File: config.mk
export PLATFORM = sky130hd
export DESIGN_NAME = bsmv_ram
export DESIGN_NICKNAME = d
export VERILOG_FILES = /design/src/rtl/block_sparse_matvec_5x5_macros.svh /design/src/rtl/bsmv_ram.sv
export SDC_FILE = /design/constraint.sdc
export NUM_CORES = 1
export LEC_CHECK = 0
export ABC_AREA = 1
export BUFFER_PORTS_ARGS = -buffer_cell sky130_fd_sc_hd__buf_2
export CAP_MARGIN = 20
export CELL_PAD_IN_SITES_DETAIL_PLACEMENT = 1
export CELL_PAD_IN_SITES_GLOBAL_PLACEMENT = 2
export CORE_ASPECT_RATIO = 1.25
export CORE_MARGIN = 2
export CORE_UTILIZATION = 42
export CTS_CLUSTER_SIZE = 16
export DETAILED_ROUTE_END_ITERATION = 7
export MAX_ROUTING_LAYER = met4
export PLACE_DENSITY_LB_ADDON = 0.1
export SYNTH_ARGS = -nofsm -noshare
export SYNTH_HDL_FRONTEND = slang
export SYNTH_SLANG_ARGS = --single-unit
File: constraint.sdc
create_clock -name clk -period 2.65 [get_ports clk]
set_clock_uncertainty 0.2 [all_clocks]
set_input_delay 0.1325 -clock clk [delete_from_list [all_inputs] [get_ports clk]]
set_output_delay 0.1325 -clock clk [all_outputs]
set_load 0.01 [all_outputs]
File: src/rtl/block_sparse_matvec_5x5_macros.svh
// Assertion macros shared by the block sparse matrix-vector multiply RTL.
// Each macro expects clk and arst_n in scope; no other dependencies.
`ifndef BLOCK_SPARSE_MATVEC_5X5_MACROS_SVH
`define BLOCK_SPARSE_MATVEC_5X5_MACROS_SVH

// same-cycle implication
`define BSMV_ASSERT_NOW(label, ante, cons, msg) \
	label: assert property (@(posedge clk) disable iff (!arst_n) (ante) |-> (cons)) \
		else $error(msg);

// next-cycle implication
`define BSMV_ASSERT_NEXT(label, ante, cons, msg) \
	label: assert property (@(posedge clk) disable iff (!arst_n) (ante) |=> (cons)) \
		else $error(msg);

`endif

File: src/rtl/bsmv_ram.sv
// Generic simple dual-port RAM: one write port, one read port, registered read.
// No dependencies.
module bsmv_ram #(
	parameter int WIDTH = 32,
	parameter int DEPTH = 16,
	localparam int AW = (DEPTH > 1) ? $clog2(DEPTH) : 1
) (
	input  logic             clk,
	input  logic             we,
	input  logic [AW-1:0]    waddr,
	input  logic [WIDTH-1:0] wdata,
	input  logic             re,
	input  logic [AW-1:0]    raddr,
	output logic [WIDTH-1:0] rdata
);

	logic [WIDTH-1:0] mem [DEPTH];

	always_ff @(posedge clk) begin
		if (we) begin
			mem[waddr] <= wdata;
		end
		if (re) begin
			rdata <= mem[raddr];
		end
	end

endmodule

==> results.toml <==
[outcome]
status = "completed"

[synthesis]
synthTopCellsByCount = "nand2_1 (677), edfxtp_1 (544), inv_1 (388)"
synth_area_per_cell_um2 = 10.9
synth_edf_count = 544
yosysMostFrequentCell = "nand2_1"
synth_area_leaders = "edfxtp_1 (71%), nand2_1 (11%), nand3_1 (8.4%)"
ys_seq_elements = 544
syn_nets = 2163
syn-cell-area_um2 = 23100
synth_cell_type_count = 14
synth_top_area_share_pct = 70.9
synth_ff_type = "edfxtp_1"
syn_inst = 2120
yosysWarnings = 0
synth-seq-area-share_pct = 70.9
synthArstFlopShare_pct = 0
yosysTopAreaCell = "edfxtp_1"

[global_route]
gr-total-overflow = 0
grt_pass1_vias = 16100
antenna_found_initial = 0
grt_use_total_pct = 23.5
grt_max_degree = 129
grt_pass1_wl_um = 95500

[sta]
tns_ns = 0
finalHoldViolCount = 0
finalCritPeriodShare_pct = 60.0
postLayoutSetupSlackWorst_ns = 1.06
timing.fmax_ghz = 0.629
relSlewSlack_pct = 44.5
rsz0062_at_grt = "false"
maxSlewViolCount = 0
tightest_slew_ns = 0.833
setup-violations-final = 0
period_needed_ns = 1.59

[worst_setup_path]
reg2reg_from = "mem[8][0]"
critPathMaxFanout = 27
reg2reg_to = "rdata[0]"
startpoint = "raddr[2]"
critPathRequiredTime_ns = 2.77
timing.reg2reg.worst_path_depth = 6
worstPathArrival_ns = 1.71
rrSetupSlack_ns = 1.23
startpoint_type = "input port"
worstSetupEndpointType = "flop"
path_class = "input port to flop"

[finish]
antenna_cells = 0
fin_nets = 2271
drive_gt1_share_pct = 9.13
area_delta_synth_final_pct = 14.5

[route]
dr.pass1.iters = 5
drt-wirelength-per-cell_um = 20.9
routed_via_density = 4.98
route.detailed.drc = 0
drtIter0Drc = 812
totalWireLength_um = 62700
ant_nets = 0
vias = 15000

[floorplan]
die-area_um2 = 56800
ios = 75
die_h_um = 266
start_util_pct = 42.3
fp-row-count = 96
coreArea_um2 = 54500
die_x_um = 214

[cts]
post_cts_resize_count = 0
clk_path_buf_depth = 3
cts-root-buf = "clkbuf_16"
insertion_delay_ns = 0.60
cts_num_sinks = 544
clk_pin_slew_ns = 0.06
cts_tree = "yes"
cts_htree_levels = 2
cts_inserted_buffers = 56

[placement]
post-dp-hpwl_um = 33900
io_buffers = 74
gp_congestion = 0.741
place_ws_ns = 0.543

[worst_hold_path]
hp-start = "raddr[3]"
hold_class = "input port to flop"
hold_depth = 4
hold_end = "rdata[9]"

[power]
irDropWorstVdd_mv = 0.511
power.leakage_nw = 11.1
power-per-cell-area_nw_per_um2 = 699

[job]
drv_cap = 0
-- kinds of logic (layout without fill, tap and decap cells) --
| kind of cell | after synthesis | after routing | share of synthesized area [%] |
|---|---|---|---|
| AND/OR/NAND/NOR | 1081 | 1081 | 19.7 |
| flip-flops | 544 | 544 | 70.9 |
| buffers and inverters | 495 | 643 | 9.41 |
-- where the power goes --
group,leakage [nW],switching (mW),internal [mW]
sequential,4.94,0.0578,9.69
clock,0.822,3.21,4.29
combinational,5.32,0.847,0.357
total,11.1,4.12,14.3
-- metal layers --
metal  GRT usage (%)  part of all wire, %
met1            28.3                   42
met5               -                    0
met4            4.95                  1.8
met3            2.96                  2.9
met2            42.0                   53
-- stage by stage --
stage	power, mW	hold WS (ns)	util (%)	std cells	area (um^2)
final	18.5	0.0410	48.4	3003	26400
after global routing	19.1	0.0315	48.4	3003	26400
after CTS	18.7	0.0274	48.4	3003	26400
after detailed placement	11.1	0.327	44.7	2871	24400
after global placement	11.1	0.313	44.7	2871	24400
after floorplan	10.6	0.0314	-	2120	23100
-- registers in the layout (all words and copies together) (netlist names) --
name	cells
rdata	32
mem	512
-- worst max-delay path, cell delays in order --
cell	delay (ns)
dlygate4sd3_1	0.53
buf_4	0.15
inv_2	0.22
buf_12	0.27
nand3_1	0.12
nand3_1	0.13
nand2_1	0.13
-- worst max-delay path by stage --
| stage | end | slack, ns | cells after the start |
|---|---|---|---|
| 2_1_floorplan | mem[10][0] | 0.32 | 2 |
| 3_3_place_gp | rdata[17] | 0.55 | 8 |
| 3_5_place_dp | rdata[20] | 0.54 | 8 |
| 4_1_cts | rdata[14] | 1.01 | 1 |
| 5_1_grt | rdata[14] | 1.03 | 1 |
| 6_report | rdata[0] | 1.06 | 7 |
-- layout by cell type, fill, tap and decap left out, types with 15 or more instances in the layout --
cell type,instances
edfxtp_1,544
clkinv_1,15
inv_1,386
clkbuf_1,17
buf_12,18
dlygate4sd3_1,34
clkbuf_16,57
buf_4,31
nand3_1,385
buf_2,71
nand2_1,677
nor2_4,16
-- what timing repair did --
item,CTS,global route
endpoints found under the hold margin,532,0
buffers inserted,0,0
hold buffers,34,0
-- final cells by class --
class | instances | area, um^2
multi-input cells | 1081 | 4670
repair buffers | 155 | 1300
well taps | 735 | 920
clock buffers | 74 | 1490
inverters | 390 | 1470
flip-flops and latches | 544 | 16300
fillers | 5927 | 28100
clock inverters | 24 | 205
(Power assumes the default switching activity.)
