## src/rtl/block_sparse_matvec_5x5_macros.svh

```systemverilog
// Assertion macros shared by the block sparse matrix-vector multiply RTL.
// Each macro expects clk and arst_n in scope; no other dependencies.
`ifndef BLOCK_SPARSE_MATVEC_5X5_MACROS_SVH
`define BLOCK_SPARSE_MATVEC_5X5_MACROS_SVH

// same-cycle implication
`define BSMV_ASSERT_NOW(label, ante, cons, msg) \
	label: assert property (@(posedge clk) disable iff (!arst_n) (ante) |-> (cons)) \
		else $error(msg);

// next-cycle implication
`define BSMV_ASSERT_NEXT(label, ante, cons, msg) \
	label: assert property (@(posedge clk) disable iff (!arst_n) (ante) |=> (cons)) \
		else $error(msg);

`endif

```

## src/rtl/bsmv_pkg.sv

```systemverilog
// Shared constants, types and the saturating adder of the block sparse matvec.
// No dependencies; used by every module of the block but bsmv_ram.
package bsmv_pkg;

	localparam int BS = 5;
	localparam int VAL_W = 32;
	localparam int SUM_W = 64;
	localparam int COL_W = 4;
	localparam int ROW_W = 3;
	localparam int BROW_W = 12;
	localparam int IN_DATA_W = 168;
	localparam int OUT_DATA_W = 336;
	localparam int OUT_PAD_W = OUT_DATA_W - BROW_W - BS * SUM_W;
	localparam int VECTOR_BLOCKS_DEF = 16;

	localparam logic ACT_LOAD = 1'b0;
	localparam logic ACT_MUL = 1'b1;

	typedef logic [BS-1:0][VAL_W-1:0] vals_t;
	typedef logic [BS-1:0][SUM_W-1:0] sums_t;

	typedef struct packed {
		logic v;
		logic [ROW_W-1:0] row;
		logic emit;
		logic eom;
	} ctl_t;

	function automatic logic [SUM_W-1:0] sat_add(input logic [SUM_W-1:0] a,
		input logic [SUM_W-1:0] b);
		logic [SUM_W:0] s;
		s = {a[SUM_W-1], a} + {b[SUM_W-1], b};
		if (s[SUM_W] != s[SUM_W-1]) begin
			sat_add = s[SUM_W] ? {1'b1, {(SUM_W-1){1'b0}}} : {1'b0, {(SUM_W-1){1'b1}}};
		end else begin
			sat_add = s[SUM_W-1:0];
		end
	endfunction

endpackage

```

## src/rtl/bsmv_acc.sv

```systemverilog
// Accumulate pipeline: five saturating add stages, row sums, output register.
// Depends on bsmv_pkg and the assertion macros header.
`include "block_sparse_matvec_5x5_macros.svh"

module bsmv_acc (
	input  logic                                 clk,
	input  logic                                 arst_n,
	input  bsmv_pkg::ctl_t                       ctl_s2,
	input  bsmv_pkg::sums_t                      prod_s2,
	output logic                                 adv,
	output bsmv_pkg::ctl_t [1:0]                 busy,
	output logic                                 m_tvalid,
	input  logic                                 m_tready,
	output logic [bsmv_pkg::OUT_DATA_W-1:0]      m_tdata
);

	typedef struct packed {
		bsmv_pkg::ctl_t ctl;
		logic [bsmv_pkg::SUM_W-1:0] acc;
		bsmv_pkg::sums_t prod;
	} stage_t;

	stage_t st_s3, st_s4, st_s5, st_s6, st_s7;
	bsmv_pkg::sums_t sum_q;
	bsmv_pkg::sums_t out_sum_q;
	logic [bsmv_pkg::BROW_W-1:0] out_brow_q;
	logic [bsmv_pkg::BROW_W-1:0] row_cnt_q;
	logic out_valid_q;
	logic emit_ahead;
	logic fire_s7;
	logic emit_s7;
	logic [bsmv_pkg::SUM_W-1:0] base;

	assign emit_s7 = st_s7.ctl.v && st_s7.ctl.emit;
	// hold the whole pipe only while an emission waits for the output register
	assign adv = !(emit_s7 && out_valid_q && !m_tready);
	assign fire_s7 = adv && st_s7.ctl.v;
	assign busy = {st_s4.ctl, st_s3.ctl};

	assign emit_ahead = (st_s3.ctl.v && st_s3.ctl.emit) || (st_s4.ctl.v && st_s4.ctl.emit) ||
		(st_s5.ctl.v && st_s5.ctl.emit) || (st_s6.ctl.v && st_s6.ctl.emit) || emit_s7;

	// an emission still in flight will clear the sums; otherwise forward the
	// value leaving the last stage ahead of the register write
	always_comb begin
		if (emit_ahead) begin
			base = '0;
		end else if (st_s7.ctl.v && st_s7.ctl.row == ctl_s2.row) begin
			base = st_s7.acc;
		end else begin
			base = sum_q[ctl_s2.row];
		end
	end

	always_ff @(posedge clk or negedge arst_n) begin
		if (!arst_n) begin
			st_s3 <= '0;
			st_s4 <= '0;
			st_s5 <= '0;
			st_s6 <= '0;
			st_s7 <= '0;
		end else if (adv) begin
			st_s3.ctl <= ctl_s2;
			st_s3.prod <= prod_s2;
			st_s3.acc <= bsmv_pkg::sat_add(base, prod_s2[0]);
			st_s4.ctl <= st_s3.ctl;
			st_s4.prod <= st_s3.prod;
			st_s4.acc <= bsmv_pkg::sat_add(st_s3.acc, st_s3.prod[1]);
			st_s5.ctl <= st_s4.ctl;
			st_s5.prod <= st_s4.prod;
			st_s5.acc <= bsmv_pkg::sat_add(st_s4.acc, st_s4.prod[2]);
			st_s6.ctl <= st_s5.ctl;
			st_s6.prod <= st_s5.prod;
			st_s6.acc <= bsmv_pkg::sat_add(st_s5.acc, st_s5.prod[3]);
			st_s7.ctl <= st_s6.ctl;
			st_s7.prod <= st_s6.prod;
			st_s7.acc <= bsmv_pkg::sat_add(st_s6.acc, st_s6.prod[4]);
		end
	end

	always_ff @(posedge clk or negedge arst_n) begin
		if (!arst_n) begin
			sum_q <= '0;
			row_cnt_q <= '0;
			out_valid_q <= 1'b0;
		end else begin
			if (fire_s7) begin
				if (st_s7.ctl.emit) begin
					sum_q <= '0;
					row_cnt_q <= st_s7.ctl.eom ? '0 : row_cnt_q + 1'b1;
				end else begin
					sum_q[st_s7.ctl.row] <= st_s7.acc;
				end
			end
			if (fire_s7 && st_s7.ctl.emit) begin
				out_valid_q <= 1'b1;
			end else if (m_tready) begin
				out_valid_q <= 1'b0;
			end
		end
	end

	always_ff @(posedge clk) begin
		if (fire_s7 && st_s7.ctl.emit) begin
			out_brow_q <= row_cnt_q;
			for (int i = 0; i < bsmv_pkg::BS; i++) begin
				out_sum_q[i] <= (st_s7.ctl.row == bsmv_pkg::ROW_W'(i)) ? st_s7.acc : sum_q[i];
			end
		end
	end

	assign m_tvalid = out_valid_q;
	assign m_tdata = {{bsmv_pkg::OUT_PAD_W{1'b0}}, out_sum_q, out_brow_q};

	`BSMV_ASSERT_NOW(a_plain_never_holds, st_s7.ctl.v && !st_s7.ctl.emit, adv, "non-emitting item stalled the pipeline")
	`BSMV_ASSERT_NEXT(a_emit_clears, fire_s7 && st_s7.ctl.emit, sum_q == '0, "row sums not cleared after emission")
	`BSMV_ASSERT_NEXT(a_row_count, fire_s7 && st_s7.ctl.emit, row_cnt_q == ($past(st_s7.ctl.eom) ? '0 : bsmv_pkg::BROW_W'($past(row_cnt_q) + 1'b1)), "block row counter stepped wrongly")

endmodule

```

## config.mk

```make
export PLATFORM = sky130hd
export DESIGN_NAME = bsmv_acc
export DESIGN_NICKNAME = d
export VERILOG_FILES = /design/src/rtl/bsmv_pkg.sv /design/src/rtl/bsmv_acc.sv
export VERILOG_INCLUDE_DIRS = /design/src /design/src/rtl
export SDC_FILE = /design/constraint.sdc
export NUM_CORES = 2
export LEC_CHECK = 0
export ABC_CLOCK_PERIOD_IN_PS = 26000
export BUFFER_PORTS_ARGS = -buffer_cell sky130_fd_sc_hd__buf_2
export CORE_MARGIN = 5
export CORE_UTILIZATION = 50
export CTS_CLUSTER_SIZE = 24
export DETAILED_ROUTE_END_ITERATION = 10
export PLACE_DENSITY = 0.71
export SLEW_MARGIN = 40
export SYNTH_ARGS = -nofsm -noshare
export SYNTH_HDL_FRONTEND = slang
export SYNTH_SLANG_ARGS = --single-unit
```

## constraint.sdc

```tcl
create_clock -name clk -period 26 [get_ports clk]
set_input_delay 3.9 -clock clk [delete_from_list [all_inputs] [get_ports clk]]
set_output_delay 3.9 -clock clk [all_outputs]
set_load 0.01 [all_outputs]
```

==> reports/results.ini <==
[outcome]
status = completed

[yosys]
synth_top_cell_area_share = 0.389
synth_cell_types = 96
async_reset_ff_frac = 0.799
syn_area_um2 = 85100
yosys-top-cells-count = nand2_1 (2783), dfrtp_1 (1323), a21oi_1 (717), nor2_1 (587), clkbuf_1 (527)
syn_avg_cell_area_um2 = 9.38
synth-seq-cells = 1655
synth_top_area_cell = dfrtp_1
synthTopCellsByArea = dfrtp_1 (39%), nand2_1 (12%), edfxtp_1 (12%)
synth_cells = 9079
synth_edf_count = 332
post-synth-top-count-cell = nand2_1
seq_area_frac_synth = 0.506
yosys_warnings = 0
synth-main-ff-cell = dfrtp_1

[power]
p_total_mw = 15.1
pwr-share-clk = 0.168
p_per_area_nw_per_um2 = 158
intPower_mw = 8.16
p_seq_frac = 0.325
power_switching_mw = 6.96
p_sw_frac = 0.460
leakage_nw = 45.6
worst_ir_drop_vdd_mv = 0.107
comb_power_share = 0.507

[timing]
slew_headroom = 0.348
rsz0062_at_grt = no
fmax_ghz = 0.101
worst_pin_slew_ps = 966
tns_ps = 0
hold_viol_final = 0
fin_crit_sh = 0.380
min_period_ps = 9870
setup_viol = 0
hold_ws_ps = 453
fin_ws_ps = 16130
fin_worst_skew_ps = 36.8
slew_violations = 0

[die]
dieArea_um2 = 179000
io_pins = 679
die_h_um = 423
placementRows = 151
die_w_um = 423
coreArea_um2 = 169000
floorplan.initialDensity = 0.503

[worst_setup_path]
crit_path_top_delay_cell = a211oi_4
cpMostUsedCell = buf_4
cpPeakStageDelay_ps = 690
worstPathCellList = buf_4 > xnor2_1 > nand4_1 > buf_4 > buf_4 > buf_12 > nor2_1 > a211oi_1 > ha_1 > nand2_1 > nor3_1 > nand2_1 > a211o_1 > a21oi_1 > a31oi_1 > o21ai_1 > nor2_1 > a211oi_4 > buf_4 > a21oi_1
crit_type = in2reg
cp_max_fo = 59
worst_setup_path_end_kind = register
worstPathRequired_ps = 26700
worstPathArrival_ps = 10570
crit_path_start_kind = input port

[global_route]
antenna_found_initial = 13
grt_pass1_vias = 67707
grtUsageTotal = 0.313
grt_max_degree = 154
grt_pass1_wl_mm = 430
grt_overflow = 0

[drt]
antenna_left = 0
first_pass_iters = 6
drtIter0Drc = 6892
wl_per_cell_um = 24.3
drc = 0
vias_per_cell = 5.89
vias = 69462
drt_wl_total_mm = 286

[worst_hold_path]
hp-class = reg2reg

[clocking]
cts.repair.resized = 0
clk_path_buf_depth = 3
cts.sinks = 1655
cts_buffers = 171
hold_buffers = 0
cts_htree_levels = 4
root_buffer = clkbuf_16
postCtsSetupBuffers = 0
clk_latency_ps = 850
tritoncts = built
clk_pin_slew_ps = 60

[placement]
post-dp-hpwl_mm = 216
globalplace.congestion = 0.966
numPortBuffers = 674
place_ws_ps = 15280
dpl.cell_count = 11464

[layout]
drive_gt1_frac = 0.149
syn_to_final_growth_pct = 12.8
stdcell_count = 11795
nets = 10081

[flow_run]
cap_viol_max_count = 0

-- placed cells by master, fill, tap and decap left out, types with 235 or more instances in the layout --
| cell | netlist | final |
|---|---|---|
| mux2_2 | 258 | 258 |
| a22o_1 | 321 | 321 |
| edfxtp_1 | 332 | 332 |
| nand2_1 | 2783 | 2782 |
| dfrtp_1 | 1323 | 1323 |
| buf_2 | 32 | 671 |
| nor2_1 | 587 | 582 |
| a21oi_1 | 717 | 715 |
| o21ai_0 | 235 | 235 |
| ha_1 | 321 | 321 |
-- power by group through the flow --
stage,Combinational [mW],Clock [mW],Sequential (mW)
after global placement,7.44,0,4.91
after CTS,7.59,2.57,4.88
final,7.67,2.53,4.92
after detailed placement,7.53,0,4.91
after global routing,8.34,2.68,4.99
after floorplan,5.25,0,4.52
-- per-stage QoR --
stage	instance area, um2	util
5_1_grt	96000	0.567
2_1_floorplan	85200	-
3_3_place_gp	89800	0.531
6_report	96000	0.567
4_1_cts	95800	0.566
3_5_place_dp	90000	0.532
-- critical path: cells and delay by family --
kind                     cells  cell delay, ps
AO/OA/AOI/OAI                7            2880
buffers and inverters        5            2120
AND/OR/NAND/NOR              6            1170
adder cells (fa/ha/maj)      1             300
XOR/XNOR                     1             120
-- sequential cells by signal, summed over array words and instances, names as in the netlist --
name	cells
sum_q	320
st_s6	134
busy	12
st_s3	320
out_brow_q	12
st_s7	70
m_tdata	320
st_s4	256
row_cnt_q	12
st_s5	198
m_tvalid	1
-- area by class of cell --
cell class                      count  area [um2]
Antenna cell                       13        32.5
Inverter                           95         372
Clock buffer                      240        4880
Tap cell                         2218        2780
Timing Repair Buffer              774        4460
Fill cell                       14852       73300
Clock inverter                     71         917
Multi-Input combinational cell   6729       39500
Sequential cell                  1655       43100
-- cell families (layout without fill, tap and decap cells) --
group                      after synthesis  after routing  share of synthesized area
other                                    1             17                  0.0000440
AOI/OAI and AO/OA                     1929           1929                      0.149
and+or+nand+nor                       3848           3848                      0.182
muxes                                  329            329                     0.0519
DFF                                   1655           1655                      0.506
adders and majority gates              328            328                     0.0486
xor gates and xnor gates               291            291                     0.0299
buffers and inverters                  698           1180                     0.0327
-- layer usage --
layer | up-vias | track usage | part of all wire
li1 | 32092 | - | -
met1 | 34055 | 0.422 | 0.41
met2 | 2813 | 0.492 | 0.46
met3 | 500 | 0.0436 | 0.063
met4 | 2 | 0.171 | 0.063
met5 | - | 0 | 0.000045
-- worst paths after layout --
| kind | from | to | slack, ps | cells after the start |
|---|---|---|---|---|
| min in group asynchronous | arst_n | st_s4[206]$_DFFE_PN0N_ | 2930 | 1 |
| max | ctl_s2[3] | st_s3[326]$_DFFE_PN0N_ | 16130 | 20 |
| min | st_s3[207]$_DFFE_PN0N_ | st_s4[207]$_DFFE_PN0N_ | 450 | 2 |
| min reg2reg | st_s3[207]$_DFFE_PN0N_ | st_s4[207]$_DFFE_PN0N_ | 450 | 2 |
| max in group asynchronous | arst_n | sum_q[174]$_DFFE_PN0P_ | 19560 | 6 |
| max reg2reg | st_s7[389]$_DFFE_PN0N_ | st_s3[326]$_DFFE_PN0N_ | 18990 | 18 |
Note: power is estimated with default switching activity, not from simulation.
